==> src/sv/jcbp_pkg.sv <==
// shared types and constants for the controller command block processor
package jcbp_pkg;

  localparam int BLOCK_BYTES     = 64;
  localparam int MAX_CONTROLLERS = 4;
  localparam int IDX_W           = $clog2(BLOCK_BYTES);
  localparam int QUEUE_DEPTH     = 2;
  localparam int QPTR_W          = $clog2(QUEUE_DEPTH);
  localparam int QCNT_W          = $clog2(QUEUE_DEPTH + 1);

  localparam logic [IDX_W-1:0] LAST_INDEX = IDX_W'(BLOCK_BYTES - 1);

  localparam logic [7:0] CODE_SKIP  = 8'h00;
  localparam logic [7:0] CODE_END_A = 8'hFD;
  localparam logic [7:0] CODE_END_B = 8'hFE;
  localparam logic [7:0] CODE_PAD_A = 8'hFF;
  localparam logic [7:0] CODE_PAD_B = 8'hB4;
  localparam logic [7:0] CODE_PAD_C = 8'h56;
  localparam logic [7:0] CODE_PAD_D = 8'hB8;
  localparam logic [7:0] CMD_INFO   = 8'h00;
  localparam logic [7:0] CMD_INFO_B = 8'hFF;
  localparam logic [7:0] CMD_READ   = 8'h01;
  localparam logic [7:0] RX_MASK    = 8'h3F;
  localparam logic [7:0] CTRL_OK    = 8'h08;
  localparam logic [7:0] CTRL_MAX   = 8'h01;
  localparam logic [7:0] ID_BYTE0   = 8'h05;
  localparam logic [7:0] ID_BYTE1   = 8'h00;
  localparam logic [7:0] ID_BYTE2   = 8'h01;

  typedef enum logic [1:0] {
    ERR_NONE    = 2'd0,
    ERR_UNKNOWN = 2'd1,
    ERR_CHANNEL = 2'd2,
    ERR_CONTROL = 2'd3
  } err_t;

  typedef enum logic [1:0] {
    CLS_SKIP,
    CLS_END,
    CLS_PAD,
    CLS_OPEN
  } cls_t;

  typedef enum logic [1:0] {
    KIND_INFO,
    KIND_READ,
    KIND_OTHER
  } kind_t;

  typedef struct packed {
    logic [7:0] block_byte;
    logic [7:0] buttons_high;
    logic [7:0] buttons_low;
    logic [7:0] stick_x;
    logic [7:0] stick_y;
  } in_item_t;

  typedef struct packed {
    logic [7:0] out_byte;
    logic [1:0] error_code;
    logic       last;
  } out_item_t;

  typedef struct packed {
    in_item_t item;
    cls_t     cls;
    kind_t    kind;
    logic     bad_ctrl;
  } cls_item_t;

endpackage

==> src/sv/jcbp_front.sv <==
// front end: accepts block bytes, classifies them and queues them for the parser
module jcbp_front (
  input  logic                 clk,
  input  logic                 rst_n,
  input  logic                 in_push,
  output logic                 in_full,
  input  jcbp_pkg::in_item_t   in_item,
  output logic                 q_valid,
  input  logic                 q_ready,
  output jcbp_pkg::cls_item_t  q_item
);

  jcbp_pkg::cls_item_t             mem_r [jcbp_pkg::QUEUE_DEPTH];
  logic [jcbp_pkg::QPTR_W-1:0]     wptr_r, rptr_r;
  logic [jcbp_pkg::QCNT_W-1:0]     cnt_r;
  jcbp_pkg::cls_item_t             cls_item;
  logic                            push, pop;
  logic [7:0]                      b;

  assign b = in_item.block_byte;

  always_comb begin
    cls_item.item = in_item;
    if (b == jcbp_pkg::CODE_SKIP) begin
      cls_item.cls = jcbp_pkg::CLS_SKIP;
    end else if (b == jcbp_pkg::CODE_END_A || b == jcbp_pkg::CODE_END_B) begin
      cls_item.cls = jcbp_pkg::CLS_END;
    end else if (b == jcbp_pkg::CODE_PAD_A || b == jcbp_pkg::CODE_PAD_B ||
                 b == jcbp_pkg::CODE_PAD_C || b == jcbp_pkg::CODE_PAD_D) begin
      cls_item.cls = jcbp_pkg::CLS_PAD;
    end else begin
      cls_item.cls = jcbp_pkg::CLS_OPEN;
    end
    if (b == jcbp_pkg::CMD_INFO || b == jcbp_pkg::CMD_INFO_B) begin
      cls_item.kind = jcbp_pkg::KIND_INFO;
    end else if (b == jcbp_pkg::CMD_READ) begin
      cls_item.kind = jcbp_pkg::KIND_READ;
    end else begin
      cls_item.kind = jcbp_pkg::KIND_OTHER;
    end
    cls_item.bad_ctrl = (b > jcbp_pkg::CTRL_MAX) && (b != jcbp_pkg::CTRL_OK);
  end

  assign in_full = (cnt_r == jcbp_pkg::QCNT_W'(jcbp_pkg::QUEUE_DEPTH));
  assign push    = in_push && !in_full;
  assign q_valid = (cnt_r != '0);
  assign pop     = q_valid && q_ready;
  assign q_item  = mem_r[rptr_r];

  always_ff @(posedge clk) begin
    if (push) begin
      mem_r[wptr_r] <= cls_item;
    end
  end

  always_ff @(posedge clk) begin
    if (!rst_n) begin
      wptr_r <= '0;
      rptr_r <= '0;
      cnt_r  <= '0;
    end else begin
      if (push) begin
        wptr_r <= wptr_r + 1'b1;
      end
      if (pop) begin
        rptr_r <= rptr_r + 1'b1;
      end
      case ({push, pop})
        2'b10:   cnt_r <= cnt_r + 1'b1;
        2'b01:   cnt_r <= cnt_r - 1'b1;
        default: cnt_r <= cnt_r;
      endcase
    end
  end

endmodule

==> src/sv/jcbp_back.sv <==
// back end: frame parser, response insertion and result queue
module jcbp_back (
  input  logic                 clk,
  input  logic                 rst_n,
  input  logic                 q_valid,
  output logic                 q_ready,
  input  jcbp_pkg::cls_item_t  q_item,
  input  logic                 cfg_valid,
  output logic                 cfg_ready,
  input  logic                 cfg_data,
  output logic                 out_empty,
  input  logic                 out_pop,
  output jcbp_pkg::out_item_t  out_item
);

  logic                         present_r;
  logic [jcbp_pkg::IDX_W-1:0]   idx_r, idx_nxt;
  logic [2:0]                   chan_r, chan_nxt;
  logic [6:0]                   off_r, off_nxt;
  logic [7:0]                   len_r, len_nxt;
  jcbp_pkg::kind_t              kind_r, kind_nxt;
  logic                         done_r, done_nxt;

  jcbp_pkg::out_item_t          mem_r [jcbp_pkg::QUEUE_DEPTH];
  logic [jcbp_pkg::QPTR_W-1:0]  wptr_r, rptr_r;
  logic [jcbp_pkg::QCNT_W-1:0]  cnt_r;

  logic                         take, pop;
  logic                         is_last, valid_ch;
  logic [7:0]                   b, ob;
  jcbp_pkg::err_t               err;
  logic [2:0]                   chan_inc;
  logic [6:0]                   off_inc;
  logic [8:0]                   len_sum;
  logic [1:0]                   k;
  logic [7:0]                   pad_sel;
  jcbp_pkg::out_item_t          res;

  assign cfg_ready = 1'b1;
  assign q_ready   = (cnt_r != jcbp_pkg::QCNT_W'(jcbp_pkg::QUEUE_DEPTH));
  assign take      = q_valid && q_ready;
  assign b         = q_item.item.block_byte;
  assign is_last   = (idx_r == jcbp_pkg::LAST_INDEX);
  assign chan_inc  = (chan_r == 3'd7) ? chan_r : chan_r + 3'd1;
  assign off_inc   = (off_r == 7'd127) ? off_r : off_r + 7'd1;
  assign valid_ch  = (chan_r - 3'd1) < 3'(jcbp_pkg::MAX_CONTROLLERS);
  assign k         = off_r[1:0] - 2'd3;

  always_comb begin
    case (k)
      2'd0:    pad_sel = q_item.item.buttons_high;
      2'd1:    pad_sel = q_item.item.buttons_low;
      2'd2:    pad_sel = q_item.item.stick_x;
      default: pad_sel = q_item.item.stick_y;
    endcase
  end

  always_comb begin
    ob       = b;
    err      = jcbp_pkg::ERR_NONE;
    idx_nxt  = idx_r + 1'b1;
    chan_nxt = chan_r;
    off_nxt  = off_r;
    len_nxt  = len_r;
    kind_nxt = kind_r;
    done_nxt = done_r;
    len_sum  = '0;
    if (!done_r) begin
      if (off_r == '0) begin
        case (q_item.cls)
          jcbp_pkg::CLS_SKIP: begin
            chan_nxt = chan_inc;
            if (chan_inc > 3'd6) begin
              done_nxt = 1'b1;
            end
          end
          jcbp_pkg::CLS_END: begin
            done_nxt = 1'b1;
          end
          jcbp_pkg::CLS_OPEN: begin
            if (chan_r >= 3'(jcbp_pkg::MAX_CONTROLLERS)) begin
              err = jcbp_pkg::ERR_CHANNEL;
            end
            chan_nxt = chan_inc;
            len_sum  = 9'd2 + {1'b0, b};
            len_nxt  = len_sum[8] ? 8'hFF : len_sum[7:0];
            off_nxt  = 7'd1;
          end
          default: begin
          end
        endcase
      end else begin
        if (off_r == 7'd1) begin
          len_sum = {1'b0, len_r} + {1'b0, b & jcbp_pkg::RX_MASK};
          len_nxt = len_sum[8] ? 8'hFF : len_sum[7:0];
        end else if (off_r == 7'd2) begin
          kind_nxt = q_item.kind;
          if (valid_ch && q_item.kind == jcbp_pkg::KIND_OTHER) begin
            err = jcbp_pkg::ERR_UNKNOWN;
          end
        end else if (valid_ch && off_r <= 7'd6) begin
          case (kind_r)
            jcbp_pkg::KIND_INFO: begin
              if (k == 2'd0 && present_r) begin
                ob = jcbp_pkg::ID_BYTE0;
              end else if (k == 2'd1 && present_r) begin
                ob = jcbp_pkg::ID_BYTE1;
              end else if (k == 2'd2) begin
                ob = jcbp_pkg::ID_BYTE2;
              end
            end
            jcbp_pkg::KIND_READ: begin
              ob = present_r ? pad_sel : 8'h00;
            end
            default: begin
            end
          endcase
        end
        off_nxt = ({1'b0, off_inc} >= len_nxt) ? 7'd0 : off_inc;
      end
    end
    if (is_last && q_item.bad_ctrl) begin
      err = jcbp_pkg::ERR_CONTROL;
    end
    if (is_last) begin
      idx_nxt  = '0;
      chan_nxt = '0;
      off_nxt  = '0;
      len_nxt  = '0;
      kind_nxt = jcbp_pkg::KIND_INFO;
      done_nxt = 1'b0;
    end
    res.out_byte   = ob;
    res.error_code = err;
    res.last       = is_last;
  end

  assign out_empty = (cnt_r == '0);
  assign pop       = out_pop && !out_empty;
  assign out_item  = mem_r[rptr_r];

  always_ff @(posedge clk) begin
    if (take) begin
      mem_r[wptr_r] <= res;
    end
  end

  always_ff @(posedge clk) begin
    if (!rst_n) begin
      present_r <= 1'b1;
      idx_r     <= '0;
      chan_r    <= '0;
      off_r     <= '0;
      len_r     <= '0;
      kind_r    <= jcbp_pkg::KIND_INFO;
      done_r    <= 1'b0;
      wptr_r    <= '0;
      rptr_r    <= '0;
      cnt_r     <= '0;
    end else begin
      if (cfg_valid && cfg_ready) begin
        present_r <= cfg_data;
      end
      if (take) begin
        idx_r  <= idx_nxt;
        chan_r <= chan_nxt;
        off_r  <= off_nxt;
        len_r  <= len_nxt;
        kind_r <= kind_nxt;
        done_r <= done_nxt;
        wptr_r <= wptr_r + 1'b1;
      end
      if (pop) begin
        rptr_r <= rptr_r + 1'b1;
      end
      case ({take, pop})
        2'b10:   cnt_r <= cnt_r + 1'b1;
        2'b01:   cnt_r <= cnt_r - 1'b1;
        default: cnt_r <= cnt_r;
      endcase
    end
  end

`ifndef SYNTHESIS
  a_cnt_bound: assert property (@(posedge clk) disable iff (!rst_n)
    cnt_r <= jcbp_pkg::QCNT_W'(jcbp_pkg::QUEUE_DEPTH))
    else $error("result queue overflow");

  a_wrap: assert property (@(posedge clk) disable iff (!rst_n)
    (take && is_last) |=> (idx_r == '0 && chan_r == '0 && !done_r))
    else $error("block state not cleared after last byte");

  a_frame_chan: assert property (@(posedge clk) disable iff (!rst_n)
    (off_r != '0) |-> (chan_r != '0))
    else $error("frame open without a channel");

  a_done_idle: assert property (@(posedge clk) disable iff (!rst_n)
    done_r |-> (off_r == '0))
    else $error("frame open after block end");
`endif

endmodule

==> src/sv/joybus_command_block_processor.sv <==
// top level of the controller command block processor
//
// channel   direction  handshake          payload
// in_       input      in_push / in_full    jcbp_pkg::in_item_t, one block byte
// out_      output     out_empty / out_pop  jcbp_pkg::out_item_t, one result
// cfg_      input      cfg_valid / cfg_ready controller_present bit
//
// one byte per cycle sustained while the output side does not stall; a byte passes from the
// front queue into the result queue and can be popped from there
// the frame parser in the back end updates its counters once per accepted byte
// two-entry queues on both sides let input and output stall independently
// synchronous reset clears all block state and sets controller_present to 1
module joybus_command_block_processor (
  input  logic                 clk,
  input  logic                 rst_n,
  input  logic                 in_push,
  output logic                 in_full,
  input  jcbp_pkg::in_item_t   in_item,
  output logic                 out_empty,
  input  logic                 out_pop,
  output jcbp_pkg::out_item_t  out_item,
  input  logic                 cfg_valid,
  output logic                 cfg_ready,
  input  logic                 cfg_data
);

  logic                 q_valid;
  logic                 q_ready;
  jcbp_pkg::cls_item_t  q_item;

  jcbp_front u_front (
    .clk     (clk),
    .rst_n   (rst_n),
    .in_push (in_push),
    .in_full (in_full),
    .in_item (in_item),
    .q_valid (q_valid),
    .q_ready (q_ready),
    .q_item  (q_item)
  );

  jcbp_back u_back (
    .clk       (clk),
    .rst_n     (rst_n),
    .q_valid   (q_valid),
    .q_ready   (q_ready),
    .q_item    (q_item),
    .cfg_valid (cfg_valid),
    .cfg_ready (cfg_ready),
    .cfg_data  (cfg_data),
    .out_empty (out_empty),
    .out_pop   (out_pop),
    .out_item  (out_item)
  );

endmodule

==> config.mk <==
export PLATFORM = sky130hd
export DESIGN_NAME = joybus_command_block_processor
export DESIGN_NICKNAME = d
export VERILOG_FILES = /design/src/sv/jcbp_pkg.sv /design/src/sv/jcbp_front.sv /design/src/sv/jcbp_back.sv /design/src/sv/joybus_command_block_processor.sv
export SDC_FILE = /design/constraint.sdc
export NUM_CORES = 1
export LEC_CHECK = 0
export BUFFER_PORTS_ARGS = -buffer_cell sky130_fd_sc_hd__buf_2
export CORE_MARGIN = 4
export CORE_UTILIZATION = 40
export DETAILED_ROUTE_END_ITERATION = 7
export PLACE_DENSITY_LB_ADDON = 0.2
export SLEW_MARGIN = 10
export SYNTH_ARGS = -nofsm -noshare
export SYNTH_HDL_FRONTEND = slang
export SYNTH_SLANG_ARGS = --single-unit
==> constraint.sdc <==
create_clock -name clk -period 4.5 [get_ports clk]
set_input_delay 1.35 -clock clk [delete_from_list [all_inputs] [get_ports clk]]
set_output_delay 1.35 -clock clk [all_outputs]
set_load 0.05 [all_outputs]
==> flow_summary.json, run 1 <==
{
  "outcome": "finished clean",
  "vias": 4865,
  "setup_viol": 0,
  "relSlewSlack": 0.249,
  "final_critical_path_setup_slack_ns": 0.365,
  "ys_async_sr_fraction": 0,
  "synth.area.mux_share": 0.0682,
  "dp_hpwl_mm": 11.6,
  "tritoncts": "built",
  "wirelength_mm": 16.2,
  "final_period_minus_worst_setup_slack_ns": 4.13,
  "seq_area_frac_synth": 0.573,
  "place.gp.congestion": 0.886,
  "layout_commonest_cell": "sky130_fd_sc_hd__edfxtp_1",
  "post_synth_num_cell_types": 63,
  "synth.ff_latch_count": 150,
  "critical_path_class": "reg -> reg",
  "syn_inst": 592,
  "irDropWorstVdd_mv": 0.521,
  "grt_pass1_vias": 4865,
  "die_width_um": 142,
  "period_share": 0.919,
  "num_io_pins": 60,
  "critical_path.endpoint_type": "flop",
  "cts_resized": 0,
  "drtIter0Drc": 274,
  "clock_latency_ns": 0.42,
  "data_required_critical_path_ns": 4.81,
  "detail_route.wirelength.met1_mm": 7.42,
  "worst_slew_pin_slew_ns": 1.13,
  "r2r_setup_slack_ns": 0.37,
  "wl_met3_um": 752,
  "tritoncts.num_buffers": 17,
  "max-clock-path-buffers": 2,
  "timing.hold.worst.class": "reg -> reg",
  "synth-xor-area-share": 0.0256,
  "filler_cell_count": 1566,
  "routedWlPerCell_um": 18.2,
  "timing.critical_path.from_type": "flop",
  "postSynth.topFlopCell": "sky130_fd_sc_hd__edfxtp_1",
  "rsz0062_at_grt": "no",
  "complex_gate_fraction_of_the_synthesized_area": 0.132,
  "synth_top_area_cell": "sky130_fd_sc_hd__edfxtp_1",
  "fmaxAchievable_mhz": 242,
  "drt-vias-per-instance": 5.48,
  "diode_count": 0,
  "route.detailed.drc": 0,
  "fin_tns_setup_ns": 0,
  "cp_data_arrival_time_ns": 4.44,
  "total_leakage_power_nw": 3.08,
  "final_net_count": 727,
  "area_growth_syn_to_layout_pct": 15.7,
  "clk_root_buffer_cell": "sky130_fd_sc_hd__clkbuf_16",
  "yosys-top-cells-area": "sky130_fd_sc_hd__edfxtp_1 47%, sky130_fd_sc_hd__dfxtp_1 11%, sky130_fd_sc_hd__ha_1 5.2%, sky130_fd_sc_hd__mux2_2 2.5%, sky130_fd_sc_hd__mux4_2 2.5%",
  "yosys_warnings": 0,
  "cts_htree_levels": 4,
  "critical_path.max_fanout": 10,
  "synthAdderAreaFrac": 0.0549,
  "timing.clock.skew_ns": 0.0120,
  "cts_hold_repair.buffers": 0,
  "mostFrequentLayoutCells": "112 x sky130_fd_sc_hd__edfxtp_1, 58 x sky130_fd_sc_hd__buf_2, 40 x sky130_fd_sc_hd__inv_1, 38 x sky130_fd_sc_hd__dfxtp_1, 36 x sky130_fd_sc_hd__nand2_1",
  "design.die.area_sq_um": 20200,
  "drive_above_1_share": 0.195,
  "postCtsSetupBuffers": 0,
  "drv_cap": 0,
  "globalRoute.totalOverflow": 0,
  "post_synth_and_or_nand_nor_area_fraction": 0.109,
  "synth_top_family_by_area": "compound AO/OA/AOI/OAI gates",
  "grt_antenna_before_repair": 0,
  "grt_pass1_wl_mm": 26.2,
  "io_buffer_count": 58,
  "top_layer": "met4",
  "fp-row-count": 48,
  "start_util": 0.412,
  "route.antenna.remaining_nets": 0,
  "avgSynthCellArea_sq_um": 12.2,
  "power_density_nw_per_um2": 640,
  "synth_nets": 669,
  "synth_enable_flop_cells": 112,
  "netlist.area_leader.share": 0.467,
  "largest_net_degree_at_the_start_of_global_routing": 46,
  "detailedRoute.firstPassIterationCount": 5,
  "met2WireLength_mm": 7.70,
  "clkTransAtPathRegs_ns": 0.06,
  "slew_viol_final": 0,
  "floorplan.die.height_um": 142,
  "placeableCoreArea_sq_um": 17500,
  "groute.usage.overall": 0.167,
  "finalHoldViolCount": 0,
  "tritoncts_num_sinks": 150,
  "detailedPlace.worstSlack_ns": 0.399,
  "synth_area_sq_um": 7200
}
## worst paths after layout
| kind | startpoint | cells past startpoint | to |
|---|---|---|---|
| hold reg to reg | u_back.idx_r[5] | 2 | u_back.idx_r[5] |
| hold / removal | u_back.idx_r[5] | 2 | u_back.idx_r[5] |
| setup reg to reg | flop | 15 | u_back.off_r[1] |
| setup / recovery | flop | 15 | u_back.off_r[1] |
## state kept, by name, summed over array words and instances (netlist names), named ones only
| register | cells |
|---|---|
| u_front.mem_r | 90 |
| u_back.mem_r | 22 |
| u_back.len_r | 8 |
| u_back.off_r | 7 |
| u_back.idx_r | 6 |
| u_back.chan_r | 3 |
| u_back.cnt_r | 2 |
| u_back.kind_r | 2 |
| u_front.cnt_r | 2 |
| u_back.done_r | 1 |
| u_back.present_r | 1 |
| u_back.rptr_r | 1 |
| u_back.wptr_r | 1 |
| u_front.rptr_r | 1 |
| u_front.wptr_r | 1 |
## layout make-up
cell class,instances,area [sq um],area share
Clock buffer,18,429,0.0516
Clock inverter,14,195,0.0235
Inverter,41,154,0.0185
Multi-Input combinational cell,378,2820,0.339
Sequential cell,150,4120,0.495
Tap cell,225,282,0.0338
Timing Repair Buffer,62,320,0.0385
## synth_stat cells, types with 5 or more instances
cell                       number
sky130_fd_sc_hd__mux4_2         8
sky130_fd_sc_hd__edfxtp_1     112
sky130_fd_sc_hd__mux2i_1       13
sky130_fd_sc_hd__nand2_1       36
sky130_fd_sc_hd__a222oi_1      16
sky130_fd_sc_hd__dfxtp_1       38
sky130_fd_sc_hd__clkbuf_1      13
sky130_fd_sc_hd__xnor2_1       14
sky130_fd_sc_hd__xor2_1         7
sky130_fd_sc_hd__and2_1        16
sky130_fd_sc_hd__nand4_1        9
sky130_fd_sc_hd__inv_1         40
sky130_fd_sc_hd__a211oi_1       5
sky130_fd_sc_hd__mux2_2        16
sky130_fd_sc_hd__nor2b_1        8
sky130_fd_sc_hd__nand2b_1       9
sky130_fd_sc_hd__ha_1          30
sky130_fd_sc_hd__a21boi_0       7
sky130_fd_sc_hd__nand3_1       13
sky130_fd_sc_hd__o21ai_0       25
sky130_fd_sc_hd__buf_2          5
sky130_fd_sc_hd__o21a_1         5
sky130_fd_sc_hd__o22ai_1       17
sky130_fd_sc_hd__a21oi_1       29
sky130_fd_sc_hd__a31oi_1        7
sky130_fd_sc_hd__nor2_1        35
## logic make-up (layout without fill, tap and decap cells)
family,count (synthesis),count (layout)
flops,150,150
xor+xnor,21,21
compound gates,138,138
buf+inv,64,135
simple gates,150,150
other cells,1,1
mux,37,37
fa+ha+maj,31,31
## critical path, stage by stage, from the launching register on
cell,delay [ns]
sky130_fd_sc_hd__dfxtp_1,0.61
sky130_fd_sc_hd__mux2i_1,0.30
sky130_fd_sc_hd__inv_1,0.12
sky130_fd_sc_hd__ha_1,0.24
sky130_fd_sc_hd__fa_1,0.44
sky130_fd_sc_hd__a211oi_1,0.24
sky130_fd_sc_hd__o21ai_0,0.18
sky130_fd_sc_hd__a31o_2,0.32
sky130_fd_sc_hd__o22a_1,0.22
sky130_fd_sc_hd__ha_1,0.28
sky130_fd_sc_hd__nand2b_1,0.10
sky130_fd_sc_hd__a31oi_1,0.09
sky130_fd_sc_hd__o21a_1,0.23
sky130_fd_sc_hd__a211oi_4,0.35
sky130_fd_sc_hd__o22ai_1,0.13
sky130_fd_sc_hd__and2_1,0.18
## where the power goes
| part | switching, mW | internal, mW | total [mW] |
|---|---|---|---|
| Clock | 0.564 | 0.933 | 1.50 |
| Combinational | 1.17 | 0.707 | 1.88 |
| Sequential | 0.158 | 1.79 | 1.95 |
| Total | 1.90 | 3.43 | 5.33 |
## per-stage QoR
| stage | power, mW | instance area (sq um) | utilization | hold slack, ns | instances |
|---|---|---|---|---|---|
| floorplan | 3.37 | 7200 | - | 0.472 | 592 |
| global placement | 3.82 | 7700 | 0.441 | 0.495 | 856 |
| detailed placement | 3.86 | 7700 | 0.441 | 0.508 | 856 |
| CTS | 5.38 | 8320 | 0.476 | 0.525 | 888 |
| global route | 5.64 | 8320 | 0.476 | 0.538 | 888 |
| finish | 5.33 | 8320 | 0.476 | 0.520 | 888 |
## per-layer routing
metal,GRT usage,vias to the layer above
met5,0,-
met4,0.0540,0
met3,0.0319,23
met2,0.272,116
met1,0.227,2378
li1,-,2348
Power figures use the tool's default switching activity.
==> inputs of run 2 (changes only) <==
- RECOVER_POWER: not set -> 25
==> run 2 against run 1 <==
  * Cell area decreased by 0.35%
  * Worst setup slack improved by 0.0043 ns
  * Register-to-register slack barely moved
  * Sequential share of layout area increased by 0.17 points
  * Critical path depth stayed put
  * Clock power hardly changed
  * Largest power group unchanged
==> flow_summary.json, run 2 (synthesis results as in run 1) <==
{
  "globalRoute.totalOverflow": 0,
  "grt_pass1_vias": 4865,
  "largest_net_degree_at_the_start_of_global_routing": 46,
  "placeableCoreArea_sq_um": 17500,
  "finalHoldViolCount": 0,
  "data_required_critical_path_ns": 4.81,
  "groute.usage.overall": 0.167,
  "placement.cell_area_sq_um": 7700,
  "fin_tns_setup_ns": 0,
  "worst_hold_slack_ns": 0.520,
  "timing.critical_path.buf_inv": 1,
  "cp_data_arrival_time_ns": 4.44,
  "final_net_count": 727,
  "post-route-cell-area_sq_um": 8290,
  "cts_resized": 0,
  "grt_pass1_wl_mm": 26.2,
  "intPower_mw": 3.43,
  "area_growth_syn_to_layout_pct": 15.3,
  "worst_slew_pin_slew_ns": 1.13,
  "place.gp.congestion": 0.886,
  "largest_register": "u_front.mem_r",
  "relSlewSlack": 0.246,
  "route.antenna.remaining_nets": 0,
  "start_util": 0.412,
  "critical_path.most_common_cell": "sky130_fd_sc_hd__ha_1",
  "num_io_pins": 60,
  "critical_path_class": "reg -> reg",
  "drive_above_1_share": 0.160,
  "critical_path.endpoint_type": "flop",
  "fmaxAchievable_mhz": 242,
  "totalPowerFinal_mw": 5.33,
  "outcome": "finished clean",
  "final_period_minus_worst_setup_slack_ns": 4.13,
  "drtIter0Drc": 280,
  "multi_input_comb_area_sq_um": 2820,
  "route.detailed.drc": 0,
  "switching_share": 0.356,
  "cts_htree_levels": 4,
  "routedWlPerCell_um": 18.3,
  "tritoncts_num_sinks": 150,
  "p_seq_frac": 0.366,
  "final_critical_path_setup_slack_ns": 0.370,
  "dp_hpwl_mm": 11.6,
  "timing.hold.worst.class": "reg -> reg",
  "register_area_sq_um": 4120,
  "clk_root_buffer_cell": "sky130_fd_sc_hd__clkbuf_16",
  "fp-row-count": 48,
  "drt-vias-per-instance": 5.46,
  "setup_viol": 0,
  "clock_latency_ns": 0.42,
  "power_frac_clock": 0.281,
  "total_leakage_power_nw": 3.02,
  "layout_commonest_cell": "sky130_fd_sc_hd__edfxtp_1",
  "netSwitchingPower_mw": 1.90,
  "vias": 4852,
  "irDropWorstVdd_mv": 0.521,
  "detailedPlace.worstSlack_ns": 0.399,
  "grt_antenna_before_repair": 0,
  "tritoncts": "built",
  "design.die.area_sq_um": 20200,
  "rsz0062_at_grt": "no",
  "tritoncts.num_buffers": 17,
  "wirelength_mm": 16.2,
  "period_share": 0.918,
  "detailedRoute.firstPassIterationCount": 5,
  "cp_max_delay_cell": "sky130_fd_sc_hd__dfxtp_1",
  "postCtsSetupBuffers": 0,
  "cts_hold_repair.buffers": 0,
  "filler_cell_count": 1583,
  "critical_path.max_fanout": 10,
  "drv_cap": 0,
  "diode_count": 0,
  "crit_chain": "mux2i_1, inv_1, ha_1, fa_1, a211oi_1, o21ai_0, a31o_2, o22a_1, ha_1, nand2b_1, a31oi_1, o21a_1, a211oi_4, o22ai_1, and2_1",
  "io_buffer_count": 58,
  "largest_register_ff_count": 90,
  "die_width_um": 142,
  "floorplan.die.height_um": 142,
  "critPathTopFamily": "compound AO/OA/AOI/OAI gates",
  "timing.clock.skew_ns": 0.0118,
  "slew_viol_final": 0,
  "timing.critical_path.from_type": "flop",
  "clkTransAtPathRegs_ns": 0.06,
  "largest_incremental_delay_on_the_critical_path_ns": 0.62,
  "combPwrFrac": 0.353,
  "max-clock-path-buffers": 2,
  "power_density_nw_per_um2": 642,
  "largest_registers_ranked_by_flip_flop_count": "u_front.mem_r (90), u_back.mem_r (22), u_back.len_r (8)",
  "mostFrequentLayoutCells": "112 x sky130_fd_sc_hd__edfxtp_1, 40 x sky130_fd_sc_hd__inv_1, 38 x sky130_fd_sc_hd__dfxtp_1, 36 x sky130_fd_sc_hd__nand2_1, 35 x sky130_fd_sc_hd__buf_2"
}
==> run 2: power by group through the flow <==
stage / combinational, mW / sequential, mW / clock, mW
finish: 1.88 / 1.95 / 1.50
global route: 2.06 / 1.98 / 1.60
CTS: 1.89 / 1.95 / 1.54
detailed placement: 1.88 / 1.98 / 0
global placement: 1.86 / 1.97 / 0
floorplan: 1.46 / 1.91 / 0
==> run 2: area by class of cell <==
class | count | area share
timing repair buffer | 62 | 0.0351
tap | 225 | 0.0339
clock buffer | 18 | 0.0517
multi-input combinational | 378 | 0.340
inverter | 41 | 0.0186
clock inverter | 14 | 0.0235
sequential | 150 | 0.497
==> run 2: layer usage <==
layer,global-route usage,wire [um]
met2,0.272,7720
met5,0,0
met4,0.0540,280
met3,0.0319,813
met1,0.227,7410
==> run 2: path summary, 6_finish.rpt <==
check	from	depth (start not counted)	slack, ns	end
setup / recovery	flop	15	0.37	u_back.off_r[1]
setup reg to reg	flop	15	0.37	u_back.off_r[1]
hold reg to reg	u_back.idx_r[5]	2	0.52	u_back.idx_r[5]
hold / removal	u_back.idx_r[5]	2	0.52	u_back.idx_r[5]
==> run 2: worst register-to-register path, delay by kind of cell (launching register included) <==
| kind | cells | cell delay, ns |
|---|---|---|
| multiplexers | 1 | 0.30 |
| AO/OA/AOI/OAI | 8 | 1.76 |
| flip-flops | 1 | 0.62 |
| buffers and inverters | 1 | 0.11 |
| adder cells (fa/ha/maj) | 3 | 0.96 |
| AND/OR/NAND/NOR | 2 | 0.28 |
==> run 2: metrics by stage <==
stage,cells,utilization
6_report,888,0.475
5_1_grt,888,0.475
4_1_cts,888,0.476
3_5_place_dp,856,0.441
3_3_place_gp,856,0.441
2_1_floorplan,592,-
